## config.mk

```make
export PLATFORM = sky130hd
export DESIGN_NAME = sorted_max_priority_queue_core
export DESIGN_NICKNAME = d
export VERILOG_FILES = /design/src/smpq_pkg.sv /design/src/smpq_datapath.sv /design/src/smpq_ctrl.sv /design/src/sorted_max_priority_queue_core.sv
export SDC_FILE = /design/constraint.sdc
export NUM_CORES = 1
export LEC_CHECK = 0
export ABC_AREA = 1
export BUFFER_PORTS_ARGS = -buffer_cell sky130_fd_sc_hd__buf_2
export CAP_MARGIN = 20
export CORE_AREA = 2 2 336 338
export DETAILED_ROUTE_END_ITERATION = 7
export DIE_AREA = 0 0 338 340
export GPL_TIMING_DRIVEN = 0
export PLACE_DENSITY = 0.38
export SETUP_SLACK_MARGIN = 0.4
export SLEW_MARGIN = 5
export SYNTH_ARGS = -nofsm -noshare
export SYNTH_HDL_FRONTEND = slang
export SYNTH_SLANG_ARGS = --single-unit
```

## constraint.sdc

```tcl
create_clock -name i_clk -period 6.57 [get_ports i_clk]
set_input_delay 1.314 -clock i_clk [delete_from_list [all_inputs] [get_ports i_clk]]
set_output_delay 1.314 -clock i_clk [all_outputs]
set_load 0.02 [all_outputs]
```

## src/smpq_pkg.sv

```systemverilog
package smpq_pkg;

    localparam int DEF_CAPACITY   = 16;
    localparam int DEF_DATA_WIDTH = 32;

    localparam int VALUE_W  = 32;
    localparam int COUNT_W  = 5;
    localparam int STATUS_W = 2;

    localparam logic CMD_PUSH = 1'b0;
    localparam logic CMD_POP  = 1'b1;

    localparam logic [STATUS_W-1:0] ST_OK        = 2'd0;
    localparam logic [STATUS_W-1:0] ST_POP_EMPTY = 2'd1;
    localparam logic [STATUS_W-1:0] ST_PUSH_FULL = 2'd2;

    typedef enum logic [3:0] {
        OP_NONE,
        OP_LOAD,
        OP_REJECT_EMPTY,
        OP_REJECT_FULL,
        OP_PUSH_FIRST,
        OP_PUSH_INIT,
        OP_PUSH_STEP,
        OP_POP_LAST,
        OP_POP_INIT,
        OP_POP_STEP
    } t_dp_op;

    typedef struct packed {
        logic cmd_pop;
        logic empty;
        logic full;
        logic single;
        logic push_stop;
        logic pop_last;
    } t_dp_flags;

endpackage

```

## src/smpq_datapath.sv

```systemverilog
module smpq_datapath import smpq_pkg::*; #(
    parameter int CAPACITY   = DEF_CAPACITY,
    parameter int DATA_WIDTH = DEF_DATA_WIDTH
) (
    input  logic                       i_clk,
    input  logic                       i_rst_n,
    input  t_dp_op                     i_op,
    input  logic                       i_command,
    input  logic signed [VALUE_W-1:0]  i_value,
    output t_dp_flags                  o_flags,
    output logic signed [VALUE_W-1:0]  o_top_value,
    output logic [COUNT_W-1:0]         o_count,
    output logic                       o_is_empty,
    output logic                       o_is_full,
    output logic [STATUS_W-1:0]        o_status
);

    localparam int IW = (CAPACITY > 1) ? $clog2(CAPACITY) : 1;
    localparam int CW = $clog2(CAPACITY + 1);

    logic signed [DATA_WIDTH-1:0] r_mem [CAPACITY];
    logic signed [DATA_WIDTH-1:0] r_rdata;
    logic signed [DATA_WIDTH-1:0] r_key;
    logic signed [DATA_WIDTH-1:0] r_top;
    logic signed [DATA_WIDTH-1:0] n_top;
    logic                         r_cmd;
    logic [CW-1:0]                r_count;
    logic [CW-1:0]                n_count;
    logic [IW-1:0]                r_ptr;
    logic [IW-1:0]                n_ptr;
    logic [STATUS_W-1:0]          r_status;
    logic [STATUS_W-1:0]          n_status;

    logic                         rd_en;
    logic [IW-1:0]                rd_addr;
    logic                         wr_en;
    logic [IW-1:0]                wr_addr;
    logic signed [DATA_WIDTH-1:0] wr_data;

    logic                         empty;
    logic                         push_stop;
    logic                         pop_last;

    assign empty     = (r_count == '0);
    assign push_stop = (r_ptr == '0) || (r_rdata > r_key);
    assign pop_last  = ((CW'(r_ptr) + CW'(2)) == r_count);

    assign o_flags.cmd_pop   = (r_cmd == CMD_POP);
    assign o_flags.empty     = empty;
    assign o_flags.full      = (r_count == CW'(CAPACITY));
    assign o_flags.single    = (r_count == CW'(1));
    assign o_flags.push_stop = push_stop;
    assign o_flags.pop_last  = pop_last;

    always_comb begin
        rd_en    = 1'b0;
        rd_addr  = '0;
        wr_en    = 1'b0;
        wr_addr  = '0;
        wr_data  = r_key;
        n_count  = r_count;
        n_ptr    = r_ptr;
        n_top    = r_top;
        n_status = r_status;
        unique case (i_op)
            OP_NONE, OP_LOAD: begin
            end
            OP_REJECT_EMPTY: begin
                n_status = ST_POP_EMPTY;
            end
            OP_REJECT_FULL: begin
                n_status = ST_PUSH_FULL;
            end
            OP_PUSH_FIRST: begin
                wr_en    = 1'b1;
                n_top    = r_key;
                n_count  = r_count + CW'(1);
                n_status = ST_OK;
            end
            OP_PUSH_INIT: begin
                rd_en   = 1'b1;
                rd_addr = IW'(r_count - CW'(1));
                n_ptr   = IW'(r_count);
                if (r_key >= r_top) begin
                    n_top = r_key;
                end
            end
            OP_PUSH_STEP: begin
                wr_en   = 1'b1;
                wr_addr = r_ptr;
                if (push_stop) begin
                    n_count  = r_count + CW'(1);
                    n_status = ST_OK;
                end else begin
                    wr_data = r_rdata;
                    n_ptr   = r_ptr - IW'(1);
                    rd_en   = 1'b1;
                    rd_addr = r_ptr - IW'(2);
                end
            end
            OP_POP_LAST: begin
                n_count  = r_count - CW'(1);
                n_status = ST_OK;
            end
            OP_POP_INIT: begin
                rd_en   = 1'b1;
                rd_addr = IW'(1);
                n_ptr   = '0;
            end
            OP_POP_STEP: begin
                wr_en   = 1'b1;
                wr_addr = r_ptr;
                wr_data = r_rdata;
                if (r_ptr == '0) begin
                    n_top = r_rdata;
                end
                if (pop_last) begin
                    n_count  = r_count - CW'(1);
                    n_status = ST_OK;
                end else begin
                    n_ptr   = r_ptr + IW'(1);
                    rd_en   = 1'b1;
                    rd_addr = r_ptr + IW'(2);
                end
            end
            default: begin
            end
        endcase
    end

    always_ff @(posedge i_clk) begin
        if (wr_en) begin
            r_mem[wr_addr] <= wr_data;
        end
        if (rd_en) begin
            r_rdata <= r_mem[rd_addr];
        end
    end

    always_ff @(posedge i_clk) begin
        if (!i_rst_n) begin
            r_count <= '0;
        end else begin
            r_count <= n_count;
        end
    end

    always_ff @(posedge i_clk) begin
        if (i_op == OP_LOAD) begin
            r_cmd <= i_command;
            r_key <= DATA_WIDTH'(i_value);
        end
        r_ptr    <= n_ptr;
        r_top    <= n_top;
        r_status <= n_status;
    end

    assign o_top_value = empty ? '0 : VALUE_W'(r_top);
    assign o_count     = COUNT_W'(r_count);
    assign o_is_empty  = empty;
    assign o_is_full   = o_flags.full;
    assign o_status    = r_status;

endmodule

```

## src/smpq_ctrl.sv

```systemverilog
module smpq_ctrl import smpq_pkg::*; (
    input  logic      i_clk,
    input  logic      i_rst_n,
    input  logic      start,
    input  t_dp_flags i_flags,
    output t_dp_op    o_op,
    output logic      busy,
    output logic      o_valid
);

    typedef enum logic [1:0] {
        S_IDLE,
        S_DISPATCH,
        S_PUSH,
        S_POP
    } t_state;

    t_state r_state;
    t_state n_state;
    logic   r_valid;
    logic   n_valid;

    always_comb begin
        o_op    = OP_NONE;
        n_state = r_state;
        n_valid = 1'b0;
        unique case (r_state)
            S_IDLE: begin
                if (start) begin
                    o_op    = OP_LOAD;
                    n_state = S_DISPATCH;
                end
            end
            S_DISPATCH: begin
                priority if (i_flags.cmd_pop && i_flags.empty) begin
                    o_op    = OP_REJECT_EMPTY;
                    n_state = S_IDLE;
                    n_valid = 1'b1;
                end else if (i_flags.cmd_pop && i_flags.single) begin
                    o_op    = OP_POP_LAST;
                    n_state = S_IDLE;
                    n_valid = 1'b1;
                end else if (i_flags.cmd_pop) begin
                    o_op    = OP_POP_INIT;
                    n_state = S_POP;
                end else if (i_flags.full) begin
                    o_op    = OP_REJECT_FULL;
                    n_state = S_IDLE;
                    n_valid = 1'b1;
                end else if (i_flags.empty) begin
                    o_op    = OP_PUSH_FIRST;
                    n_state = S_IDLE;
                    n_valid = 1'b1;
                end else begin
                    o_op    = OP_PUSH_INIT;
                    n_state = S_PUSH;
                end
            end
            S_PUSH: begin
                o_op = OP_PUSH_STEP;
                if (i_flags.push_stop) begin
                    n_state = S_IDLE;
                    n_valid = 1'b1;
                end
            end
            S_POP: begin
                o_op = OP_POP_STEP;
                if (i_flags.pop_last) begin
                    n_state = S_IDLE;
                    n_valid = 1'b1;
                end
            end
            default: begin
                n_state = S_IDLE;
            end
        endcase
    end

    always_ff @(posedge i_clk) begin
        if (!i_rst_n) begin
            r_state <= S_IDLE;
            r_valid <= 1'b0;
        end else begin
            r_state <= n_state;
            r_valid <= n_valid;
        end
    end

    assign busy    = (r_state != S_IDLE);
    assign o_valid = r_valid;

endmodule

```

## src/sorted_max_priority_queue_core.sv

```systemverilog
// Channel   Direction  Handshake              Fields
// command   in         start & !busy          i_command, i_value
// result    out        o_valid, one cycle     o_top_value, o_count, o_is_empty,
//                                             o_is_full, o_status
//
// A push holds busy while it shifts entries down, a pop while it moves the remaining
// entries up, one entry per step through the store's one write port; a push into an
// empty queue, a pop of the last entry and a dropped or ignored item finish in the
// dispatch state.
// The result strobes in the cycle busy drops; start may be taken in that cycle.
// Reset empties the queue at once. The receiver cannot stall; each result is shown
// for one cycle only.
module sorted_max_priority_queue_core import smpq_pkg::*; #(
    parameter int CAPACITY   = DEF_CAPACITY,
    parameter int DATA_WIDTH = DEF_DATA_WIDTH
) (
    input  logic                       i_clk,
    input  logic                       i_rst_n,
    input  logic                       start,
    output logic                       busy,
    input  logic                       i_command,
    input  logic signed [VALUE_W-1:0]  i_value,
    output logic                       o_valid,
    output logic signed [VALUE_W-1:0]  o_top_value,
    output logic [COUNT_W-1:0]         o_count,
    output logic                       o_is_empty,
    output logic                       o_is_full,
    output logic [STATUS_W-1:0]        o_status
);

    t_dp_op    op;
    t_dp_flags flags;

    smpq_ctrl u_ctrl (
        .i_clk   (i_clk),
        .i_rst_n (i_rst_n),
        .start   (start),
        .i_flags (flags),
        .o_op    (op),
        .busy    (busy),
        .o_valid (o_valid)
    );

    smpq_datapath #(
        .CAPACITY   (CAPACITY),
        .DATA_WIDTH (DATA_WIDTH)
    ) u_datapath (
        .i_clk       (i_clk),
        .i_rst_n     (i_rst_n),
        .i_op        (op),
        .i_command   (i_command),
        .i_value     (i_value),
        .o_flags     (flags),
        .o_top_value (o_top_value),
        .o_count     (o_count),
        .o_is_empty  (o_is_empty),
        .o_is_full   (o_is_full),
        .o_status    (o_status)
    );

    a_accept_busy: assert property (@(posedge i_clk) disable iff (!i_rst_n)
        (start && !busy) |=> busy)
        else $error("accepted item did not raise busy");

    a_valid_idle: assert property (@(posedge i_clk) disable iff (!i_rst_n)
        o_valid |-> !busy)
        else $error("result strobe while still busy");

    a_full_flag: assert property (@(posedge i_clk) disable iff (!i_rst_n)
        (o_valid && o_status == ST_PUSH_FULL) |-> o_is_full)
        else $error("push dropped on a queue that is not full");

    a_empty_flag: assert property (@(posedge i_clk) disable iff (!i_rst_n)
        (o_valid && o_status == ST_POP_EMPTY) |-> (o_is_empty && o_top_value == '0))
        else $error("pop ignored on a queue that is not empty");

    a_flags_excl: assert property (@(posedge i_clk) disable iff (!i_rst_n)
        o_is_empty |-> !o_is_full)
        else $error("queue flagged both empty and full");

endmodule
```

==> results of run 1 <==
## cell type report
cell class | instances | area (sq um)
clock inverters | 44 | 328
flip-flops and latches | 623 | 18600
well taps | 1500 | 1880
repair buffers | 140 | 1160
diodes | 1 | 2.50
inverters | 671 | 2520
plain buffers | 178 | 830
clock buffers | 94 | 2010
fillers | 11500 | 76100
multi-input cells | 1488 | 8080
## placed cells by master (no fill, tap or decap), drive strengths merged, types with 7 or more instances in the layout
cell	count
clkinv	33
clkbuf	178
o21bai	7
nor2	47
nand2	462
dfxtp	8
buf	234
o211ai	26
ha	72
edfxtp	615
xor2	10
nand3	472
o21ai	52
nand4	264
inv	674
a21oi	45
## registers in the layout, indices dropped and copies added, names as in the netlist
signal / flops
u_ctrl.r_state: 2
u_datapath.r_mem: 512
u_ctrl.o_valid: 1
u_datapath.r_ptr: 4
u_datapath.o_count: 5
u_datapath.r_cmd: 1
u_datapath.r_rdata: 32
u_datapath.o_status: 2
u_datapath.r_top: 32
u_datapath.r_key: 32
## per-layer routing
| layer | vias up | global-route usage |
|---|---|---|
| li1 | 10500 | - |
| met1 | 10900 | 0.251 |
| met2 | 739 | 0.310 |
| met3 | 162 | 0.0263 |
| met4 | 0 | 0.0726 |
| met5 | - | 0 |
## metrics by stage
| stage | total power [mW] | instances | hold WS (ns) | utilization |
|---|---|---|---|---|
| floorplan | 8.44 | 2960 | 0.544 | - |
| global placement | 10.9 | 4538 | 0.621 | 0.288 |
| detailed placement | 11.1 | 4600 | 0.619 | 0.297 |
| CTS | 15.2 | 4738 | 0.617 | 0.318 |
| global route | 15.8 | 4738 | 0.662 | 0.318 |
| finish | 15.0 | 4739 | 0.626 | 0.318 |
## cell families after synthesis
| kind of cell | count (synthesis) | synth area share |
|---|---|---|
| AO/OA/AOI/OAI | 144 | 0.0284 |
| XOR/XNOR | 13 | 0.00381 |
| adder cells (fa/ha/maj) | 73 | 0.0308 |
| buffers and inverters | 849 | 0.112 |
| flip-flops | 623 | 0.623 |
| AND/OR/NAND/NOR | 1258 | 0.202 |
## power groups by stage
stage	combinational, mW	sequential [mW]	clock (mW)
6_report	5.69	5.32	4.03
5_1_grt	6.18	5.36	4.29
4_1_cts	5.70	5.32	4.15
3_5_place_dp	5.69	5.40	0
3_3_place_gp	5.41	5.46	0
2_1_floorplan	3.06	5.38	0
## worst max-delay path, stage by stage (launching register included)
cell and delay [ns]:
edfxtp_1 0.39, inv_1 0.09, ha_1 0.36, nand2_1 0.10, nor2_1 0.14, nand2_1 0.14
nor3b_1 0.40, nand2_1 0.16, nand3_1 0.09, nand2_1 0.12, nand2_2 0.17, nand2_1 0.10
nor2_2 0.49, nand2_1 0.10, nand2_1 0.55, inv_1 0.36, buf_1 0.55, nand3_1 0.47
nand2_1 0.17
## worst paths after layout
kind / to / start / cells after the start
worst max register to register: u_datapath.r_rdata[10] / u_datapath.r_key[31] / 18
worst min-delay path: u_datapath.r_top[6] / u_datapath.r_rdata[6] / 2
worst min register to register: u_datapath.r_top[6] / u_datapath.r_rdata[6] / 2
worst max-delay path: u_datapath.r_rdata[10] / u_datapath.r_key[31] / 18
==> flow_summary.toml, run 1 <==
[status]
outcome = "completed"

[grt]
overflow = 0
grt_max_degree = 25
grt_usage = 0.189
grt_pass1_vias = 22000
grt_pass1_wl_mm = 155
antenna_found_initial = 8

[placed_design]
dp_hpwl_mm = 79.0
gp_congestion = 0.887
dpl_cell_area_sq_um = 33100
place_ws_ns = 1.30
io_buffers = 78

[flow_run]
maxCapViolCount = 0

[route]
wl_per_cell_microns = 23.0
drtPass1Iterations = 5
highest_layer = "met4"
ant_nets = 0
wl_mm = 109
drcViolationCount = 0
wl_met2_mm = 51.0
vias_per_cell = 4.71
met3WireLength_mm = 6.03
vias = 22300
wl_met1_mm = 48.3
drt_iter0_markers = 1938

[layout]
layout-drive-gt1-share = 0.111
nNetsFinal = 3287
design_area_sq_um = 35400
areaGrowthSynthToFinish_pct = 18.5

[yosys]
synth_edf_count = 615
synth.largest_area_cell = "edfxtp_1"
syn_avg_cell_area_sq_um = 10.1
synthArstFlopShare = 0
yosysUniqueCellTypes = 45
netlist_instances = 2960
yosys_warnings = 0
synthTopCellsByCount = "659 x inv_1, 615 x edfxtp_1, 471 x nand3_1"
synth_nets = 3069
synth_top_cell_area_share = 0.617
ys_ff_latch = 623
syn_area_sq_um = 29900
synthTopCellsByArea = "edfxtp_1 62%, inv_1 8.3%, nand3_1 7.9%, nand2_1 5.7%, nand4_1 5.5%"
synthFlopType = "edfxtp_1"
post-synth-top-count-cell = "inv_1"
synth_seq_area_share = 0.623

[sta]
rsz0062_at_grt = "no"
fin_crit_sh = 0.800
max_slew_margin = 0.278
tns_ns = 0
finalHoldViolCount = 0
report.final.slew_viol_count = 0
tightest_slew_ns = 1.08
setup_violations = 0
timing.final.crit_period_ns = 5.26
finClkSkew_ns = 0.0245
postLayoutSetupSlackWorst_ns = 1.31
fmax_mhz = 190

[die]
die_w_microns = 338
fp-row-count = 123
die_h_microns = 340
start_util = 0.268
coreArea_sq_um = 112000
ios = 79
die_area_sq_um = 115000

[clocking]
cts_tree = "built"
cts-root-buf = "clkbuf_16"
cts_made_buffers = 76
cts_setup_buffers = 0
clkTransAtPathRegs_ns = 0.05
clock_sinks = 623
cts_resized = 0
insertion_delay_ns = 0.64
hold_buffers = 0
ctsHtreeMaxLevel = 3
cts.path.max_buffers = 3

[setup_path]
worst_setup_path_start_kind = "flip-flop"
critPathKind = "flip-flop to flip-flop"
critPathCaptureType = "flip-flop"
worstPathMaxFanout = 10
arrival_ns = 5.61
cp_data_required_time_ns = 6.92
r2r_setup_slack_ns = 1.31

[pwr]
p_sw_mw = 6.06
p_clk_frac = 0.268
seqPwrFrac = 0.354
combPwrFrac = 0.378
power_density_nw_per_um2 = 425
switching_share = 0.402
power.internal_mw = 8.99
vdd_drop_max_uv = 203
power.leakage_nw = 14.9

[min_path]
min_path_type = "flip-flop to flip-flop"
(Power assumes the default switching activity.)
==> run 2, diff against run 1 <==
--- a/config.mk
+++ b/config.mk
@@ -5,12 +5,12 @@
 export SDC_FILE = /design/constraint.sdc
 export NUM_CORES = 1
 export LEC_CHECK = 0
-export ABC_AREA = 1
+export ABC_AREA = 0
 export BUFFER_PORTS_ARGS = -buffer_cell sky130_fd_sc_hd__buf_2
 export CAP_MARGIN = 20
-export CORE_AREA = 2 2 336 338
+export CORE_AREA = 2 2 325 327
 export DETAILED_ROUTE_END_ITERATION = 7
-export DIE_AREA = 0 0 338 340
+export DIE_AREA = 0 0 327 329
 export GPL_TIMING_DRIVEN = 0
 export PLACE_DENSITY = 0.38
 export SETUP_SLACK_MARGIN = 0.4
==> constraint.sdc (replaced) <==
create_clock -name i_clk -period 4.9 [get_ports i_clk]
set_input_delay 0.98 -clock i_clk [delete_from_list [all_inputs] [get_ports i_clk]]
set_output_delay 0.98 -clock i_clk [all_outputs]
set_load 0.02 [all_outputs]
==> run 2 against run 1 <==
  * First-iteration DRC count is 2.9% lower
  * Critical path depth is 4 lower
  * Sequential power is 13% higher
  * Wire length is 6.8% lower
  * Critical path type unchanged
==> flow_summary.toml, run 2 <==
[clocking]
ctsHtreeMaxLevel = 3
insertion_delay_ns = 0.64
cts_tree = "built"
cts-root-buf = "clkbuf_16"
clock_sinks = 623
cts.path.max_buffers = 3
hold_buffers = 0
cts_made_buffers = 73
clkTransAtPathRegs_ns = 0.06

[setup_path]
cpPeakStageDelay_ns = 0.48
cp_data_required_time_ns = 5.25
cp_num_cells = 14
worst-path-buf-inv = 4
critPathCaptureType = "flip-flop"
worstSetupEndpoint = "u_datapath.r_rdata[14]"
arrival_ns = 4.80
critPathKind = "flip-flop to flip-flop"
timing.rr.start = "u_datapath.r_key[7]"
crit_slowest_cell = "o41a_1"
timing.critical_path.from = "u_datapath.r_key[7]"
r2r_setup_slack_ns = 0.45
critPathTopFamily = "compound AO/OA/AOI/OAI gates"
worstPathMaxFanout = 10
reg2reg_depth = 14
r2r-end = "u_datapath.r_rdata[14]"
worst_setup_path_start_kind = "flip-flop"
path_cells = "inv_1 > ha_1 > a21oi_1 > o21ai_1 > a221o_1 > o31a_1 > o31a_1 > buf_4 > buf_4 > o41a_1 > nand2b_2 > buf_2 > nor3_1 > nor3_2"

[sta]
finalHoldViolCount = 0
max_slew_margin = 0.360
finClkSkew_ns = 0.0283
report.final.slew_viol_count = 0
fin_crit_sh = 0.907
tns_ns = 0
timing.final.crit_period_ns = 4.45
rsz0062_at_grt = "yes"
fmax_mhz = 225
setup_violations = 0
holdWs_ns = 0.534
tightest_slew_ns = 0.955

[pwr]
seqPwrFrac = 0.494
power_density_nw_per_um2 = 359
vdd_drop_max_uv = 248
power.internal_mw = 9.16
combPwrFrac = 0.088
p_clk_frac = 0.418
switching_share = 0.246
power.leakage_nw = 11.5
p_sw_mw = 2.98

[die]
ios = 79
die_area_sq_um = 108000
die_w_microns = 327
start_util = 0.267
coreArea_sq_um = 104000
fp-row-count = 119
die_h_microns = 329

[yosys]
netlist_instances = 2174
synth.largest_area_cell = "edfxtp_1"
yosysUniqueCellTypes = 58
synth_nets = 2283
syn_avg_cell_area_sq_um = 12.8
synthFlopType = "edfxtp_1"
post-synth-top-count-cell = "edfxtp_1"
yosys_warnings = 0
synth_top_cell_area_share = 0.663
synthTopCellsByArea = "edfxtp_1 66%, nand2_1 5.6%, a221oi_1 5.0%, ha_1 3.2%, a21oi_1 2.7%"
ys_ff_latch = 623
synthArstFlopShare = 0
synthTopCellsByCount = "615 x edfxtp_1, 414 x nand2_1, 159 x a221oi_1"
syn_area_sq_um = 27900
synth_edf_count = 615
synth_seq_area_share = 0.669

[grt]
overflow = 0
grt_usage = 0.186
antenna_found_initial = 4
grt_pass1_wl_mm = 145
grt_pass1_vias = 20000
grt_max_degree = 35

[layout]
top_register = "u_datapath.r_mem"
areaGrowthSynthToFinish_pct = 21.4
layout-drive-gt1-share = 0.196
nNetsFinal = 2495
final_cell_mix = "615 x edfxtp_1, 414 x nand2_1, 158 x a221oi_1"
largest_register_ffs = 512
layout_commonest_cell = "edfxtp_1"

[min_path]
min_path_cells = 1
min_path_type = "input port to flip-flop"

[status]
outcome = "completed"

[placed_design]
io_buffers = 78
gp_congestion = 0.812
dp_hpwl_mm = 72.4

[route]
drt_iter0_markers = 1881
vias_per_cell = 5.14
wl_mm = 102
drtPass1Iterations = 5
wl_per_cell_microns = 26.5
ant_nets = 0
vias = 19700
drcViolationCount = 0

[flow_run]
maxCapViolCount = 0
run 2: changes by cell type after synthesis, moves of 39 or more:
cell and delta:
inv_1 -584, nand3_1 -458, nand4_1 -248, a221oi_1 +158
a21oi_1 +108, a31o_1 +62, nand2_1 -44, nor3_1 +39
run 2: power groups by stage:
stage          clock network, mW  logic (mW)  registers, mW
2_1_floorplan                  0       0.542           6.11
3_3_place_gp                   0       0.934           6.13
3_5_place_dp                   0        1.01           6.12
4_1_cts                     5.19        1.05           6.01
5_1_grt                     5.39        1.15           6.01
6_report                    5.07        1.07           6.01
run 2: kinds of logic after synthesis:
kind of cell               count (synthesis)  synth area share
DFF                                      623             0.669
adders and majority gates                 73            0.0331
AOI/OAI and AO/OA                        615             0.162
xor gates and xnor gates                  16           0.00503
muxes                                      3           0.00108
buffers and inverters                    236            0.0346
and+or+nand+nor                          608            0.0955
run 2: metrics by stage:
| stage | area, sq um | power [mW] | cells | setup WS (ns) | util |
|---|---|---|---|---|---|
| 2_1_floorplan | 27900 | 6.65 | 2174 | 0.778 | - |
| 6_report | 33800 | 12.1 | 3835 | 0.454 | 0.324 |
| 3_5_place_dp | 30900 | 7.12 | 3696 | -0.991 | 0.296 |
| 4_1_cts | 33500 | 12.2 | 3829 | 0.283 | 0.321 |
| 5_1_grt | 33800 | 12.6 | 3833 | 0.336 | 0.324 |
| 3_3_place_gp | 30000 | 7.07 | 3643 | -2.15 | 0.287 |
run 2: layer usage:
metal,share of wire,track usage
met4,0.020,0.0480
met5,0,0
met1,0.43,0.248
met3,0.066,0.0358
met2,0.48,0.312
run 2: worst min path at each step:
stage / start / endpoint / slack [ns]
floorplan: u_datapath.r_rdata[10] / u_datapath.r_top[10] / 0.55
global placement: u_datapath.r_rdata[11] / u_datapath.r_top[11] / 0.58
global route: i_value[13] / u_datapath.r_key[13] / 0.51
finish: i_value[29] / u_datapath.r_key[29] / 0.53
detailed placement: u_datapath.r_rdata[28] / u_datapath.r_top[28] / 0.58
CTS: i_value[3] / u_datapath.r_key[3] / 0.50
run 2: layout make-up:
class	count	area [sq um]
antenna	2	5.00
tap	1391	1740
inverter	77	289
clock buffer	93	1940
multi-input combinational	1315	8950
clock inverter	38	206
timing repair buffer	137	1180
sequential	623	18600
buffer	159	862
fill	10400	70600
run 2: timing repair:
| action | CTS | global route |
|---|---|---|
| gates cloned | 0 | 0 |
| resized for setup | 123 | 91 |
| pin swaps | 6 | 7 |
| buffers inserted | 2 | 4 |
| endpoints found under the setup margin | 524 | 198 |
==> run 3, diff against run 2 <==
--- a/config.mk
+++ b/config.mk
@@ -8,13 +8,14 @@
 export ABC_AREA = 0
 export BUFFER_PORTS_ARGS = -buffer_cell sky130_fd_sc_hd__buf_2
 export CAP_MARGIN = 20
-export CORE_AREA = 2 2 325 327
+export CORE_AREA = 2 2 316 318
 export DETAILED_ROUTE_END_ITERATION = 7
-export DIE_AREA = 0 0 327 329
+export DIE_AREA = 0 0 318 320
 export GPL_TIMING_DRIVEN = 0
 export PLACE_DENSITY = 0.38
 export SETUP_SLACK_MARGIN = 0.4
 export SLEW_MARGIN = 5
 export SYNTH_ARGS = -nofsm -noshare
 export SYNTH_HDL_FRONTEND = slang
+export SYNTH_HIERARCHICAL = 1
 export SYNTH_SLANG_ARGS = --single-unit
==> run 3 against run 2 <==
  * Hold slack improved by 0.0019 ns
  * Via count decreased by 16%
  * Global-route usage decreased by 2.5 points
  * Core utilization increased by 0.96 points
  * Final cell count decreased by 11%
  * Sequential power increased by 3.8%
  * Clock skew decreased by 0.010 ns
  * Setup slack got worse by 0.042 ns
  * Non-clock buffer count decreased by 34
  * Register-to-register slack got worse by 0.04 ns
  * Synthesized cell count decreased by 14%
  * Critical path type unchanged
  * Critical endpoint is now u_datapath/r_rdata[28]
  * Largest cell class unchanged
==> flow_summary.toml, run 3 <==
[clocking]
cts_tree = "built"
insertion_delay_ns = 0.61
clock_sinks = 623
clkTransAtPathRegs_ns = 0.06
ctsHtreeMaxLevel = 3
cts_made_buffers = 71
cts.path.max_buffers = 3
cts-root-buf = "clkbuf_16"

[route]
drt_iter0_markers = 1155
drcViolationCount = 0
wl_met2_mm = 40.7
wl_per_cell_microns = 24.0
met3WireLength_mm = 3.68
vias_per_cell = 4.80
vias = 16500
wl_mm = 82.3
wl_met1_mm = 36.2
highest_layer = "met4"
ant_nets = 0
drtPass1Iterations = 5

[placed_design]
gp_congestion = 0.806
dp_hpwl_mm = 59.7
io_buffers = 78
dpl_cell_area_sq_um = 29300
placed_cells = 3278

[yosys]
synthTopCellsByCount = "615 x edfxtp_1, 230 x nand2_1, 168 x a21oi_1"
synthArstFlopShare = 0
post-synth-top-count-cell = "edfxtp_1"
synthTopCellsByArea = "edfxtp_1 70%, mux2i_1 4.8%, a221oi_1 4.1%, ha_1 3.4%, nand2_1 3.3%"
netlist_instances = 1871
syn_avg_cell_area_sq_um = 14.1
yosysUniqueCellTypes = 61
synth.largest_area_cell = "edfxtp_1"
synthFlopType = "edfxtp_1"
syn_area_sq_um = 26400
yosys_warnings = 6
synth_top_cell_area_share = 0.699
synth_nets = 1980
ys_ff_latch = 623
synth_seq_area_share = 0.705
synth_edf_count = 615

[die]
coreArea_sq_um = 98000
start_util = 0.270
fp-row-count = 115
die_h_microns = 320
die_w_microns = 318
ios = 79
die_area_sq_um = 102000

[layout]
fill_cells = 9492
layout_commonest_cell = "edfxtp_1"
layout-drive-gt1-share = 0.212
final_cells = 3430
final_core_util = 0.333
design_area_sq_um = 32700
final_cell_mix = "615 x edfxtp_1, 223 x nand2_1, 159 x a21oi_1"
top_register = "u_datapath/r_mem"
multi_input_area_sq_um = 7590
nNetsFinal = 2200
seq_area_sq_um = 18600
areaGrowthSynthToFinish_pct = 23.6
largest_register_ffs = 512

[sta]
finClkSkew_ns = 0.0179
max_slew_margin = 0.342
report.final.slew_viol_count = 0
timing.final.crit_period_ns = 4.49
fin_crit_sh = 0.916
holdWs_ns = 0.536
fmax_mhz = 223
rsz0062_at_grt = "yes"
setup_violations = 0
finalHoldViolCount = 0
tightest_slew_ns = 0.984

[setup_path]
critPathCaptureType = "flip-flop"
cp_data_required_time_ns = 5.23
worstPathMaxFanout = 10
arrival_ns = 4.82
critPathKind = "flip-flop to flip-flop"
worst_setup_path_start_kind = "flip-flop"

[grt]
grt_usage = 0.161
grt_pass1_wl_mm = 119
grt_pass1_vias = 17200
overflow = 0
antenna_found_initial = 0
grt_max_degree = 33

[pwr]
power.leakage_nw = 11.7
vdd_drop_max_uv = 217
power_density_nw_per_um2 = 411

[min_path]
min_path_type = "flip-flop to flip-flop"

[flow_run]
maxCapViolCount = 0

[status]
outcome = "completed"
## run 3: cell types whose count changed in the layout (fill, tap and decap cells not counted), moves of 15 or more
cell      before  now
a211oi_1      22    3
a221o_1       37    3
a221oi_1     158  118
a31o_1        62    0
a32o_1        31    2
buf_2        119   97
buf_4         35   53
buf_6         16   31
clkbuf_1      56   30
clkbuf_2      40   13
mux2i_1        3  115
nand2_1      414  223
nor3_2        49    0
or4_1          0   20
## run 3: worst max-delay path: stages (launching register included)
cell	delay, ns
edfxtp_1	0.54
ha_4	0.31
a21oi_1	0.13
o21ai_1	0.08
a221o_1	0.41
a211oi_4	0.38
o211ai_1	0.13
buf_4	0.16
a211oi_4	0.28
o21a_4	0.20
nor2_4	0.05
buf_12	0.15
buf_4	0.14
buf_6	0.16
clkbuf_16	0.19
a21oi_1	0.17
a221oi_1	0.13
or4_4	0.59
## run 3: area by class of cell
cell class              instances  area share
diodes                          1   0.0000766
well taps                    1287      0.0493
repair buffers                147      0.0402
clock buffers                  89      0.0577
multi-input cells            1056       0.232
flip-flops and latches        623       0.570
plain buffers                 115      0.0286
inverters                      77     0.00900
clock inverters                35      0.0125
## run 3: layer usage
layer	up-vias	global-route usage
li1	7642	-
met2	418	0.279
met5	-	0
met4	0	0.0492
met3	112	0.0242
met1	8304	0.208
## run 3: power breakdown
part	internal, mW	switching [mW]
sequential	6.16	0.0736
clock	3.20	2.12
combinational	0.653	1.22
## run 3: logic make-up after synthesis
kind of cell / Yosys count / synth area share
DFF: 623 / 0.705
and+or+nand+nor: 408 / 0.0704
xor gates and xnor gates: 13 / 0.00431
buffers and inverters: 192 / 0.0307
muxes: 127 / 0.0481
AOI/OAI and AO/OA: 435 / 0.107
adders and majority gates: 73 / 0.0348
## run 3: final timing paths
path         depth (start not counted)                   from  slack, ns                     end
max                                 17  u_datapath/r_rdata[7]       0.41  u_datapath/r_rdata[28]
min                                  2  u_datapath/o_count[1]       0.54   u_datapath/o_count[1]
max reg2reg                         17  u_datapath/r_rdata[7]       0.41  u_datapath/r_rdata[28]
min reg2reg                          2  u_datapath/o_count[1]       0.54   u_datapath/o_count[1]
## run 3: through the flow
step	setup TNS, ns	setup WS, ns	total power, mW
finish	0	0.412	13.4
detailed placement	-833.02	-2.21	8.05
global route	0	0.390	14.0
CTS	0	0.407	13.6
floorplan	-156.03	-0.326	7.29
global placement	-3738.44	-4.53	7.96
## run 3: repair_timing
| item | CTS | global route |
|---|---|---|
| endpoints found under the setup margin | 1118 | 214 |
| pin swaps | 8 | 10 |
| gates cloned | 1 | 0 |
| hold buffers | 0 | 0 |
| resized for setup | 218 | 53 |
| buffers inserted | 18 | 7 |
